File: src/sha256_pkg.sv
// Package with the constants, tables and shared types of the SHA-256 message hasher.
package sha256_pkg;

   localparam int LENGTH_COUNTER_BITS = 64;

   localparam logic [5:0] BLOCK_LAST_POS  = 6'd63;
   localparam logic [5:0] LENGTH_POS      = 6'd56;
   localparam logic [5:0] LAST_ROUND      = 6'd63;
   localparam logic [2:0] LAST_WORD_INDEX = 3'd7;
   localparam logic [7:0] PAD_MARKER      = 8'h80;

   localparam logic [31:0] INITIAL_HASH [8] = '{
      32'h6a09e667, 32'hbb67ae85, 32'h3c6ef372, 32'ha54ff53a,
      32'h510e527f, 32'h9b05688c, 32'h1f83d9ab, 32'h5be0cd19
   };

   localparam logic [31:0] ROUND_K [64] = '{
      32'h428a2f98, 32'h71374491, 32'hb5c0fbcf, 32'he9b5dba5,
      32'h3956c25b, 32'h59f111f1, 32'h923f82a4, 32'hab1c5ed5,
      32'hd807aa98, 32'h12835b01, 32'h243185be, 32'h550c7dc3,
      32'h72be5d74, 32'h80deb1fe, 32'h9bdc06a7, 32'hc19bf174,
      32'he49b69c1, 32'hefbe4786, 32'h0fc19dc6, 32'h240ca1cc,
      32'h2de92c6f, 32'h4a7484aa, 32'h5cb0a9dc, 32'h76f988da,
      32'h983e5152, 32'ha831c66d, 32'hb00327c8, 32'hbf597fc7,
      32'hc6e00bf3, 32'hd5a79147, 32'h06ca6351, 32'h14292967,
      32'h27b70a85, 32'h2e1b2138, 32'h4d2c6dfc, 32'h53380d13,
      32'h650a7354, 32'h766a0abb, 32'h81c2c92e, 32'h92722c85,
      32'ha2bfe8a1, 32'ha81a664b, 32'hc24b8b70, 32'hc76c51a3,
      32'hd192e819, 32'hd6990624, 32'hf40e3585, 32'h106aa070,
      32'h19a4c116, 32'h1e376c08, 32'h2748774c, 32'h34b0bcb5,
      32'h391c0cb3, 32'h4ed8aa4a, 32'h5b9cca4f, 32'h682e6ff3,
      32'h748f82ee, 32'h78a5636f, 32'h84c87814, 32'h8cc70208,
      32'h90befffa, 32'ha4506ceb, 32'hbef9a3f7, 32'hc67178f2
   };

   typedef enum logic [2:0] {
      ST_IDLE,
      ST_PAD,
      ST_ROUND,
      ST_UPDATE,
      ST_OUTPUT
   } sha256_state_type;

   // Source of the byte shifted into the block buffer.
   typedef enum logic [1:0] {
      SEL_DATA,
      SEL_MARK,
      SEL_ZERO,
      SEL_LEN
   } sha256_sel_type;

   typedef struct packed {
      logic           push;
      sha256_sel_type sel;
      logic           init_vars;
      logic           do_round;
      logic [5:0]     round_idx;
      logic           update_hash;
      logic           rotate_hash;
      logic           clear_state;
   } sha256_cmd_type;

   typedef struct packed {
      logic [5:0] byte_pos;
   } sha256_status_type;

endpackage

File: src/sha256_ctrl.sv
// Controller state machine: sequences byte loading, padding, rounds and digest output.
module sha256_ctrl
   import sha256_pkg::*;
(
   input  logic              clock,
   input  logic              reset,
   input  logic              req_valid,
   input  logic              req_final_byte,
   input  logic              rsp_ready,
   input  sha256_status_type status,
   output logic              req_ready,
   output logic              rsp_valid,
   output logic [2:0]        rsp_word_index,
   output logic              rsp_last_word,
   output sha256_cmd_type    cmd
);

   sha256_state_type state_ff, state_in;
   logic [5:0]       count_ff, count_in;
   logic             padding_ff, padding_in;
   logic             marker_ff, marker_in;
   logic             len_block_ff, len_block_in;
   logic             final_blk_ff, final_blk_in;
   sha256_sel_type   pad_sel;
   logic             block_done;

   assign block_done = (status.byte_pos == BLOCK_LAST_POS);

   // The length field goes only into the block that still has room for it
   // after the marker byte.
   always_comb begin
      if (!marker_ff) begin
         pad_sel = SEL_MARK;
      end else if (len_block_ff && (status.byte_pos >= LENGTH_POS)) begin
         pad_sel = SEL_LEN;
      end else begin
         pad_sel = SEL_ZERO;
      end
   end

   always_ff @(posedge clock) begin
      if (reset) begin
         state_ff     <= ST_IDLE;
         count_ff     <= '0;
         padding_ff   <= 1'b0;
         marker_ff    <= 1'b0;
         len_block_ff <= 1'b0;
         final_blk_ff <= 1'b0;
      end else begin
         state_ff     <= state_in;
         count_ff     <= count_in;
         padding_ff   <= padding_in;
         marker_ff    <= marker_in;
         len_block_ff <= len_block_in;
         final_blk_ff <= final_blk_in;
      end
   end

   always_comb begin
      state_in        = state_ff;
      count_in        = count_ff;
      padding_in      = padding_ff;
      marker_in       = marker_ff;
      len_block_in    = len_block_ff;
      final_blk_in    = final_blk_ff;
      cmd.push        = 1'b0;
      cmd.sel         = SEL_DATA;
      cmd.init_vars   = 1'b0;
      cmd.do_round    = 1'b0;
      cmd.round_idx   = count_ff;
      cmd.update_hash = 1'b0;
      cmd.rotate_hash = 1'b0;
      cmd.clear_state = 1'b0;
      req_ready       = 1'b0;
      rsp_valid       = 1'b0;
      case (state_ff)
         ST_IDLE: begin
            req_ready = 1'b1;
            if (req_valid) begin
               cmd.push = 1'b1;
               cmd.sel  = SEL_DATA;
               if (block_done) begin
                  cmd.init_vars = 1'b1;
                  count_in      = '0;
                  padding_in    = req_final_byte;
                  state_in      = ST_ROUND;
               end else if (req_final_byte) begin
                  padding_in = 1'b1;
                  state_in   = ST_PAD;
               end
            end
         end
         ST_PAD: begin
            cmd.push = 1'b1;
            cmd.sel  = pad_sel;
            if (pad_sel == SEL_MARK) begin
               marker_in    = 1'b1;
               len_block_in = (status.byte_pos < LENGTH_POS);
            end
            if (block_done) begin
               cmd.init_vars = 1'b1;
               count_in      = '0;
               final_blk_in  = (pad_sel == SEL_LEN);
               state_in      = ST_ROUND;
            end
         end
         ST_ROUND: begin
            cmd.do_round = 1'b1;
            count_in     = count_ff + 6'd1;
            if (count_ff == LAST_ROUND) begin
               state_in = ST_UPDATE;
            end
         end
         ST_UPDATE: begin
            cmd.update_hash = 1'b1;
            count_in        = '0;
            if (final_blk_ff) begin
               state_in = ST_OUTPUT;
            end else if (padding_ff) begin
               // Once the marker is out, the next block carries the length.
               len_block_in = marker_ff;
               state_in     = ST_PAD;
            end else begin
               state_in = ST_IDLE;
            end
         end
         ST_OUTPUT: begin
            rsp_valid = 1'b1;
            if (rsp_ready) begin
               cmd.rotate_hash = 1'b1;
               count_in        = count_ff + 6'd1;
               if (count_ff[2:0] == LAST_WORD_INDEX) begin
                  cmd.clear_state = 1'b1;
                  count_in        = '0;
                  padding_in      = 1'b0;
                  marker_in       = 1'b0;
                  len_block_in    = 1'b0;
                  final_blk_in    = 1'b0;
                  state_in        = ST_IDLE;
               end
            end
         end
         default: begin
            state_in = ST_IDLE;
         end
      endcase
   end

   assign rsp_word_index = count_ff[2:0];
   assign rsp_last_word  = (state_ff == ST_OUTPUT) && (count_ff[2:0] == LAST_WORD_INDEX);

endmodule

File: src/sha256_dpath.sv
// Datapath: block buffer and message schedule, round logic, hash state and length counter.
module sha256_dpath
   import sha256_pkg::*;
(
   input  logic              clock,
   input  logic              reset,
   input  sha256_cmd_type    cmd,
   input  logic [7:0]        data_byte,
   output sha256_status_type status,
   output logic [31:0]       digest_word
);

   function automatic logic [31:0] big_sigma0(input logic [31:0] x);
      return ((x >> 2) | (x << 30)) ^ ((x >> 13) | (x << 19)) ^ ((x >> 22) | (x << 10));
   endfunction

   function automatic logic [31:0] big_sigma1(input logic [31:0] x);
      return ((x >> 6) | (x << 26)) ^ ((x >> 11) | (x << 21)) ^ ((x >> 25) | (x << 7));
   endfunction

   function automatic logic [31:0] small_sigma0(input logic [31:0] x);
      return ((x >> 7) | (x << 25)) ^ ((x >> 18) | (x << 14)) ^ (x >> 3);
   endfunction

   function automatic logic [31:0] small_sigma1(input logic [31:0] x);
      return ((x >> 17) | (x << 15)) ^ ((x >> 19) | (x << 13)) ^ (x >> 10);
   endfunction

   logic [31:0]                    win_ff [16];
   logic [31:0]                    win_in [16];
   logic [31:0]                    v_ff [8];
   logic [31:0]                    v_in [8];
   logic [31:0]                    h_ff [8];
   logic [31:0]                    h_in [8];
   logic [LENGTH_COUNTER_BITS-1:0] bit_count_ff, bit_count_in;
   logic [5:0]                     byte_pos_ff, byte_pos_in;

   logic [63:0] len_full;
   logic [5:0]  len_shift;
   logic [7:0]  len_byte;
   logic [7:0]  push_byte;
   logic [31:0] t1;
   logic [31:0] t2;
   logic [31:0] new_w;

   // Length bytes go out most significant first at positions 56 to 63.
   assign len_full  = 64'(bit_count_ff);
   assign len_shift = {~byte_pos_ff[2:0], 3'b000};
   assign len_byte  = 8'(len_full >> len_shift);

   always_comb begin
      case (cmd.sel)
         SEL_DATA: push_byte = data_byte;
         SEL_MARK: push_byte = PAD_MARKER;
         SEL_LEN:  push_byte = len_byte;
         default:  push_byte = 8'h00;
      endcase
   end

   assign t1 = v_ff[7] + big_sigma1(v_ff[4]) + ((v_ff[4] & v_ff[5]) ^ (~v_ff[4] & v_ff[6]))
             + ROUND_K[cmd.round_idx] + win_ff[0];
   assign t2 = big_sigma0(v_ff[0])
             + ((v_ff[0] & v_ff[1]) ^ (v_ff[0] & v_ff[2]) ^ (v_ff[1] & v_ff[2]));
   // The buffer doubles as the sixteen-word schedule window; word 0 is W[t].
   assign new_w = small_sigma1(win_ff[14]) + win_ff[9] + small_sigma0(win_ff[1]) + win_ff[0];

   always_comb begin
      for (int i = 0; i < 16; i++) begin
         win_in[i] = win_ff[i];
      end
      if (cmd.push) begin
         for (int i = 0; i < 15; i++) begin
            win_in[i] = {win_ff[i][23:0], win_ff[i+1][31:24]};
         end
         win_in[15] = {win_ff[15][23:0], push_byte};
      end else if (cmd.do_round) begin
         for (int i = 0; i < 15; i++) begin
            win_in[i] = win_ff[i+1];
         end
         win_in[15] = new_w;
      end
   end

   always_comb begin
      for (int i = 0; i < 8; i++) begin
         v_in[i] = v_ff[i];
         h_in[i] = h_ff[i];
      end
      if (cmd.clear_state) begin
         for (int i = 0; i < 8; i++) begin
            v_in[i] = '0;
            h_in[i] = INITIAL_HASH[i];
         end
      end else begin
         if (cmd.init_vars) begin
            for (int i = 0; i < 8; i++) begin
               v_in[i] = h_ff[i];
            end
         end else if (cmd.do_round) begin
            for (int i = 1; i < 8; i++) begin
               v_in[i] = v_ff[i-1];
            end
            v_in[0] = t1 + t2;
            v_in[4] = v_ff[3] + t1;
         end
         if (cmd.update_hash) begin
            for (int i = 0; i < 8; i++) begin
               h_in[i] = h_ff[i] + v_ff[i];
            end
         end else if (cmd.rotate_hash) begin
            for (int i = 0; i < 7; i++) begin
               h_in[i] = h_ff[i+1];
            end
            h_in[7] = h_ff[0];
         end
      end
   end

   always_comb begin
      bit_count_in = bit_count_ff;
      byte_pos_in  = byte_pos_ff;
      if (cmd.clear_state) begin
         bit_count_in = '0;
         byte_pos_in  = '0;
      end else if (cmd.push) begin
         byte_pos_in = byte_pos_ff + 6'd1;
         if (cmd.sel == SEL_DATA) begin
            bit_count_in = bit_count_ff + LENGTH_COUNTER_BITS'(8);
         end
      end
   end

   always_ff @(posedge clock) begin
      for (int i = 0; i < 16; i++) begin
         win_ff[i] <= win_in[i];
      end
   end

   always_ff @(posedge clock) begin
      if (reset) begin
         for (int i = 0; i < 8; i++) begin
            v_ff[i] <= '0;
            h_ff[i] <= INITIAL_HASH[i];
         end
         bit_count_ff <= '0;
         byte_pos_ff  <= '0;
      end else begin
         for (int i = 0; i < 8; i++) begin
            v_ff[i] <= v_in[i];
            h_ff[i] <= h_in[i];
         end
         bit_count_ff <= bit_count_in;
         byte_pos_ff  <= byte_pos_in;
      end
   end

   assign status.byte_pos = byte_pos_ff;
   assign digest_word     = h_ff[0];

endmodule

File: src/sha256_message_hasher.sv
// Byte-stream SHA-256 hasher: a byte that fills a block starts the 64 rounds of the single round
// unit, one per cycle, then the chaining add. After the final byte, padding bytes are shifted in
// one per cycle up to the block end, each closing block (one or two) is hashed likewise, and
// the 8 digest words leave one per cycle as rsp_ready allows. No input is taken from the final
// byte until the eighth digest word transfers. Synchronous active-high reset loads the initial
// hash values and clears the length counter.
module sha256_message_hasher
   import sha256_pkg::*;
(
   input  logic        clock,
   input  logic        reset,
   input  logic        req_valid,
   output logic        req_ready,
   input  logic [7:0]  req_data_byte,
   input  logic        req_final_byte,
   output logic        rsp_valid,
   input  logic        rsp_ready,
   output logic [31:0] rsp_digest_word,
   output logic [2:0]  rsp_word_index,
   output logic        rsp_last_word
);

   sha256_cmd_type    cmd;
   sha256_status_type status;

   sha256_ctrl u_ctrl (
      .clock          (clock),
      .reset          (reset),
      .req_valid      (req_valid),
      .req_final_byte (req_final_byte),
      .rsp_ready      (rsp_ready),
      .status         (status),
      .req_ready      (req_ready),
      .rsp_valid      (rsp_valid),
      .rsp_word_index (rsp_word_index),
      .rsp_last_word  (rsp_last_word),
      .cmd            (cmd)
   );

   sha256_dpath u_dpath (
      .clock       (clock),
      .reset       (reset),
      .cmd         (cmd),
      .data_byte   (req_data_byte),
      .status      (status),
      .digest_word (rsp_digest_word)
   );

endmodule

File: config.mk
export PLATFORM = sky130hd
export DESIGN_NAME = sha256_message_hasher
export DESIGN_NICKNAME = d
export VERILOG_FILES = /design/src/sha256_pkg.sv /design/src/sha256_ctrl.sv /design/src/sha256_dpath.sv /design/src/sha256_message_hasher.sv
export SDC_FILE = /design/constraint.sdc
export NUM_CORES = 2
export LEC_CHECK = 0
export BUFFER_PORTS_ARGS = -buffer_cell sky130_fd_sc_hd__buf_2
export CAP_MARGIN = 20
export CORE_ASPECT_RATIO = 0.8
export CORE_UTILIZATION = 55
export CTS_CLUSTER_DIAMETER = 200
export DETAILED_ROUTE_END_ITERATION = 10
export PLACE_DENSITY = 0.7
export SYNTH_ARGS = -nofsm -noshare
export SYNTH_HDL_FRONTEND = slang
export SYNTH_SLANG_ARGS = --single-unit
File: constraint.sdc
create_clock -name clock -period 16 [get_ports clock]
set_clock_uncertainty 0.15 [all_clocks]
set_input_delay 2.4 -clock clock [delete_from_list [all_inputs] [get_ports clock]]
set_output_delay 2.4 -clock clock [all_outputs]
set_load 0.005 [all_outputs]
==> parameters.txt <==
Parameter                              Value

Worst setup path
  Critical setup path kind    flop to flop
  Critical Path Start Type    flop
  Largest stage delay on the critical path    0.66 ns
  Maximum net fanout on the critical path    26
  Depth of the worst register-to-register path    39
  Data required time of the critical path    16.48 ns
  Arrival time worst endpoint    11.38 ns
  Minimum setup slack among reg-to-reg paths    5.10 ns
  CP max-delay cell    sky130_fd_sc_hd__ha_1
  Number of buffers and inverters on the critical path    6
  Capturing point of the worst reg2reg path    u_dpath.v_ff[0][30]$_SDFFE_PP0P_
  Kind of cell with the highest combined delay on the critical path    compound AO/OA/AOI/OAI gates
  Worst reg2reg startpoint    u_ctrl.count_ff[0]$_SDFFE_PP0P_
  Critical path capture point type    flop

Synthesis
  Number of enable flip-flop cells after synthesis    512
  Mean area per synthesized cell    8.40 µm²
  Post-synthesis register bit count    1104
  Post-synth ARST share    0%
  Count of distinct cell types in the synthesized netlist    92
  Post-Syn Nets    between 9000 and 10000
  Number of standard cells after synthesis    8775
  Post-synthesis instance area    73700 µm²
  Share of synthesized area occupied by flip-flops and latches    37.0%
  Most common flop cell mapped by yosys    sky130_fd_sc_hd__dfxtp_1
  Yosys warning total    0

STA
  Upper clock frequency limit    91.7 MHz
  Hold Violations, Final    0
  RSZ-0062 raised after global routing    false
  Slew at the pin with the worst max-slew slack    1.29 ns
  Setup TNS after final layout    0 ns
  Final Critical Period    10.90 ns
  Setup violators final    0
  Worst hold slack    0.314 ns
  Max-slew headroom    between 10% and 20%
  Final period utilization    68.1%
  Final Slew Violations    0

Drt
  DRT antenna net count    0
  Detailed route wirelength on metal2    97.5 mm
  Routed len/inst    24.0 µm
  Total routed wirelength    between 200 and 250 mm
  WL met1    between 100 and 150 mm
  # DRC    0
  DRC violation total after the first TritonRoute iteration    about 8100
  Vias/cell    around 6.3
  Detailed-routed wire length on met3    ~30 mm
  Top layer reached by signal wires    met5
  TritonRoute pass-1 iters    8
  Via Count    approximately 64000

Global route
  Largest net degree at the start of global routing    248
  First-pass GRT wire length    368 mm
  Global-route congestion overflow total    0
  Overall Global Routing Usage    35.6%
  Via count of the first global-routing pass    58400
  Antenna violations before repair    7

Floorplanning
  Core footprint    between 100000 and 150000 µm²
  Number of rows created at floorplan    between 100 and 150
  Die Wd    411 µm
  Die ar.    135000 µm²
  Chip height    329 µm
  I/O Pins    51
  Starting density of the core    55.7%

Clock network
  TritonCTS clock tree    yes
  Total of cells resized after clock tree synthesis    0
  H-tree depth    3
  Number of buffers on the longest clock path    3
  Cts-stage hold buffer count    0
  Clk pin slew, worst setup/hold paths    approximately 0.070 ns
  CTS Sinks    1104
  Insertion delay to the later sink of the worst-skew pair    0.79 ns
  Clock root buffer    sky130_fd_sc_hd__clkbuf_16
  Buffer count from post-CTS setup fixing    0
  Cts bufs inserted    116

Power
  Pwr per Cell Area    146 nW/µm²
  VDD IR-drop max    0.200 mV
  Leakage power of the design    between 30 and 40 nW

Cells and area
  Leading cell types in the layout, fill and taps excluded    sky130_fd_sc_hd__nand2_1 (2343), sky130_fd_sc_hd__a21oi_1 (817), sky130_fd_sc_hd__dfxtp_1 (588), sky130_fd_sc_hd__edfxtp_1 (512), sky130_fd_sc_hd__nor2_1 (417)
  Fraction of layout cells with a size suffix above 1    under 10%
  Number of nets in the layout    9047
  Fillcell total    11800
  P&R area growth vs syn    6.66%
  Leading cell type in the layout, fill and taps excluded    sky130_fd_sc_hd__nand2_1

Worst hold path
  Hold path depth    2
  Hold Crit Class    flop to flop
  Startpoint of the lowest-slack hold path    u_ctrl.padding_ff$_SDFFE_PP0P_
  Hold Crit Endpoint    u_ctrl.padding_ff$_SDFFE_PP0P_

Outcome
  Outcome    completed

Job
  Number of max-cap violations    0

Place
  Number of input and output port buffers inserted    50
  Detail Placement HPWL    177 mm
  Routability congestion estimate    approximately 1.0
routing by layer:
metal,up-vias,global-route usage [%]
met5,-,0
met3,433,10.4
met4,4,9.53
li1,29800,-
met2,3105,48.0
met1,31100,54.5
flip-flops by register name, summed over array words and instances (netlist names):
| signal | cells |
|---|---|
| u_dpath.win_ff | 512 |
| u_dpath.bit_count_ff | 61 |
| u_dpath.v_ff | 256 |
| u_ctrl.final_blk_ff | 1 |
| u_ctrl.marker_ff | 1 |
| u_ctrl.state_ff | 3 |
| u_ctrl.padding_ff | 1 |
| u_ctrl.len_block_ff | 1 |
| u_dpath.h_ff | 256 |
| u_dpath.status | 6 |
| u_ctrl.count_ff | 6 |
cells by family after synthesis:
logic type      share of synthesized area (%)
fa+ha+maj                                12.3
simple gates                             18.5
buf+inv                                  4.63
xor+xnor                                 7.29
mux                                      1.83
flops                                    37.0
compound gates                           18.5
where the power goes:
group	switching (mW)	leakage, nW	internal, mW	total [mW]
logic	2.98	20.9	1.81	4.79
registers	0.381	10.0	3.46	3.84
clock network	1.21	1.92	1.61	2.82
worst min-delay path, cell delays in order (launching register included):
cell                      delay [ns]
sky130_fd_sc_hd__dfxtp_1        0.32
sky130_fd_sc_hd__nand2_1        0.05
sky130_fd_sc_hd__a21oi_1        0.05
per-stage QoR:
stage               worst slack (ns)  area [µm²]  total power [mW]  utilization [%]  std cells
floorplan                      0.558       73700              7.06                -       8775
global placement                5.40       74600              8.42             56.4      10100
detailed placement              5.37       74700              8.45             56.5      10100
CTS                             5.29       78600              11.3             59.4      10300
global route                    4.54       78600              12.0             59.4      10300
finish                          5.10       78600              11.5             59.4      10300
worst max path at each step:
stage | end | startpoint | cells after the start | slack (ns)
after floorplan | u_dpath.win_ff[0][0]$_DFFE_PP_ | req_valid | 6 | 0.56
after global placement | u_dpath.v_ff[0][30]$_SDFFE_PP0P_ | u_ctrl.count_ff[0]$_SDFFE_PP0P_ | 39 | 5.40
after detailed placement | u_dpath.v_ff[0][30]$_SDFFE_PP0P_ | u_ctrl.count_ff[0]$_SDFFE_PP0P_ | 39 | 5.37
after CTS | u_dpath.v_ff[0][30]$_SDFFE_PP0P_ | u_ctrl.count_ff[0]$_SDFFE_PP0P_ | 39 | 5.29
after global routing | u_dpath.v_ff[0][30]$_SDFFE_PP0P_ | u_ctrl.count_ff[0]$_SDFFE_PP0P_ | 39 | 4.54
final | u_dpath.v_ff[0][30]$_SDFFE_PP0P_ | u_ctrl.count_ff[0]$_SDFFE_PP0P_ | 39 | 5.10
cell type report:
type	count	area, µm²	area share (%)
clock buffers	166	3370	4.29
inverters	275	1030	1.31
flip-flops and latches	1104	27200	34.7
well taps	1754	2190	2.79
diodes	1	2.50	0.00318
clock inverters	51	532	0.677
repair buffers	145	1080	1.37
multi-input cells	6801	43100	54.9
synth_stat cells, types with 13 or more instances:
cell type                   count  area (µm²)
sky130_fd_sc_hd__mux4_2        21         473
sky130_fd_sc_hd__o22ai_1       40         250
sky130_fd_sc_hd__a211oi_1      63         473
sky130_fd_sc_hd__or3_1         45         282
sky130_fd_sc_hd__a221oi_1      59         517
sky130_fd_sc_hd__mux2i_1       66         661
sky130_fd_sc_hd__nand4_1       38         238
sky130_fd_sc_hd__o21a_1        63         473
sky130_fd_sc_hd__buf_4         36         270
sky130_fd_sc_hd__dfxtp_1      592       11900
sky130_fd_sc_hd__a211o_1       24         210
sky130_fd_sc_hd__o21bai_1      53         398
sky130_fd_sc_hd__xnor2_1      411        3600
sky130_fd_sc_hd__fa_1         195        3900
sky130_fd_sc_hd__o21ai_0      323        1620
sky130_fd_sc_hd__nor3_1        90         450
sky130_fd_sc_hd__nand2b_1      58         363
sky130_fd_sc_hd__or2_2         14        87.6
sky130_fd_sc_hd__edfxtp_1     512       15400
sky130_fd_sc_hd__nor2b_1       45         282
sky130_fd_sc_hd__a21boi_0      14         105
sky130_fd_sc_hd__a32oi_1       22         193
sky130_fd_sc_hd__xor2_1       200        1750
sky130_fd_sc_hd__a22oi_1      271        2030
sky130_fd_sc_hd__mux2_2        19         214
sky130_fd_sc_hd__o2111ai_1     13         114
sky130_fd_sc_hd__a21o_1       150        1130
sky130_fd_sc_hd__inv_1        275        1030
sky130_fd_sc_hd__maj3_1        22         220
sky130_fd_sc_hd__and3_1        40         250
sky130_fd_sc_hd__and2_1        15        93.8
sky130_fd_sc_hd__buf_1         40         150
sky130_fd_sc_hd__o31ai_1       28         210
sky130_fd_sc_hd__nand2_1     2346        8810
sky130_fd_sc_hd__a31oi_1       56         350
sky130_fd_sc_hd__a21oi_1      818        4090
sky130_fd_sc_hd__nand3_1      136         681
sky130_fd_sc_hd__nor2_1       422        1580
sky130_fd_sc_hd__o211ai_1      39         293
sky130_fd_sc_hd__ha_1         396        4950
sky130_fd_sc_hd__clkbuf_1     516        1940
sky130_fd_sc_hd__nor3b_1       14         105
Power figures use the tool's default switching activity.
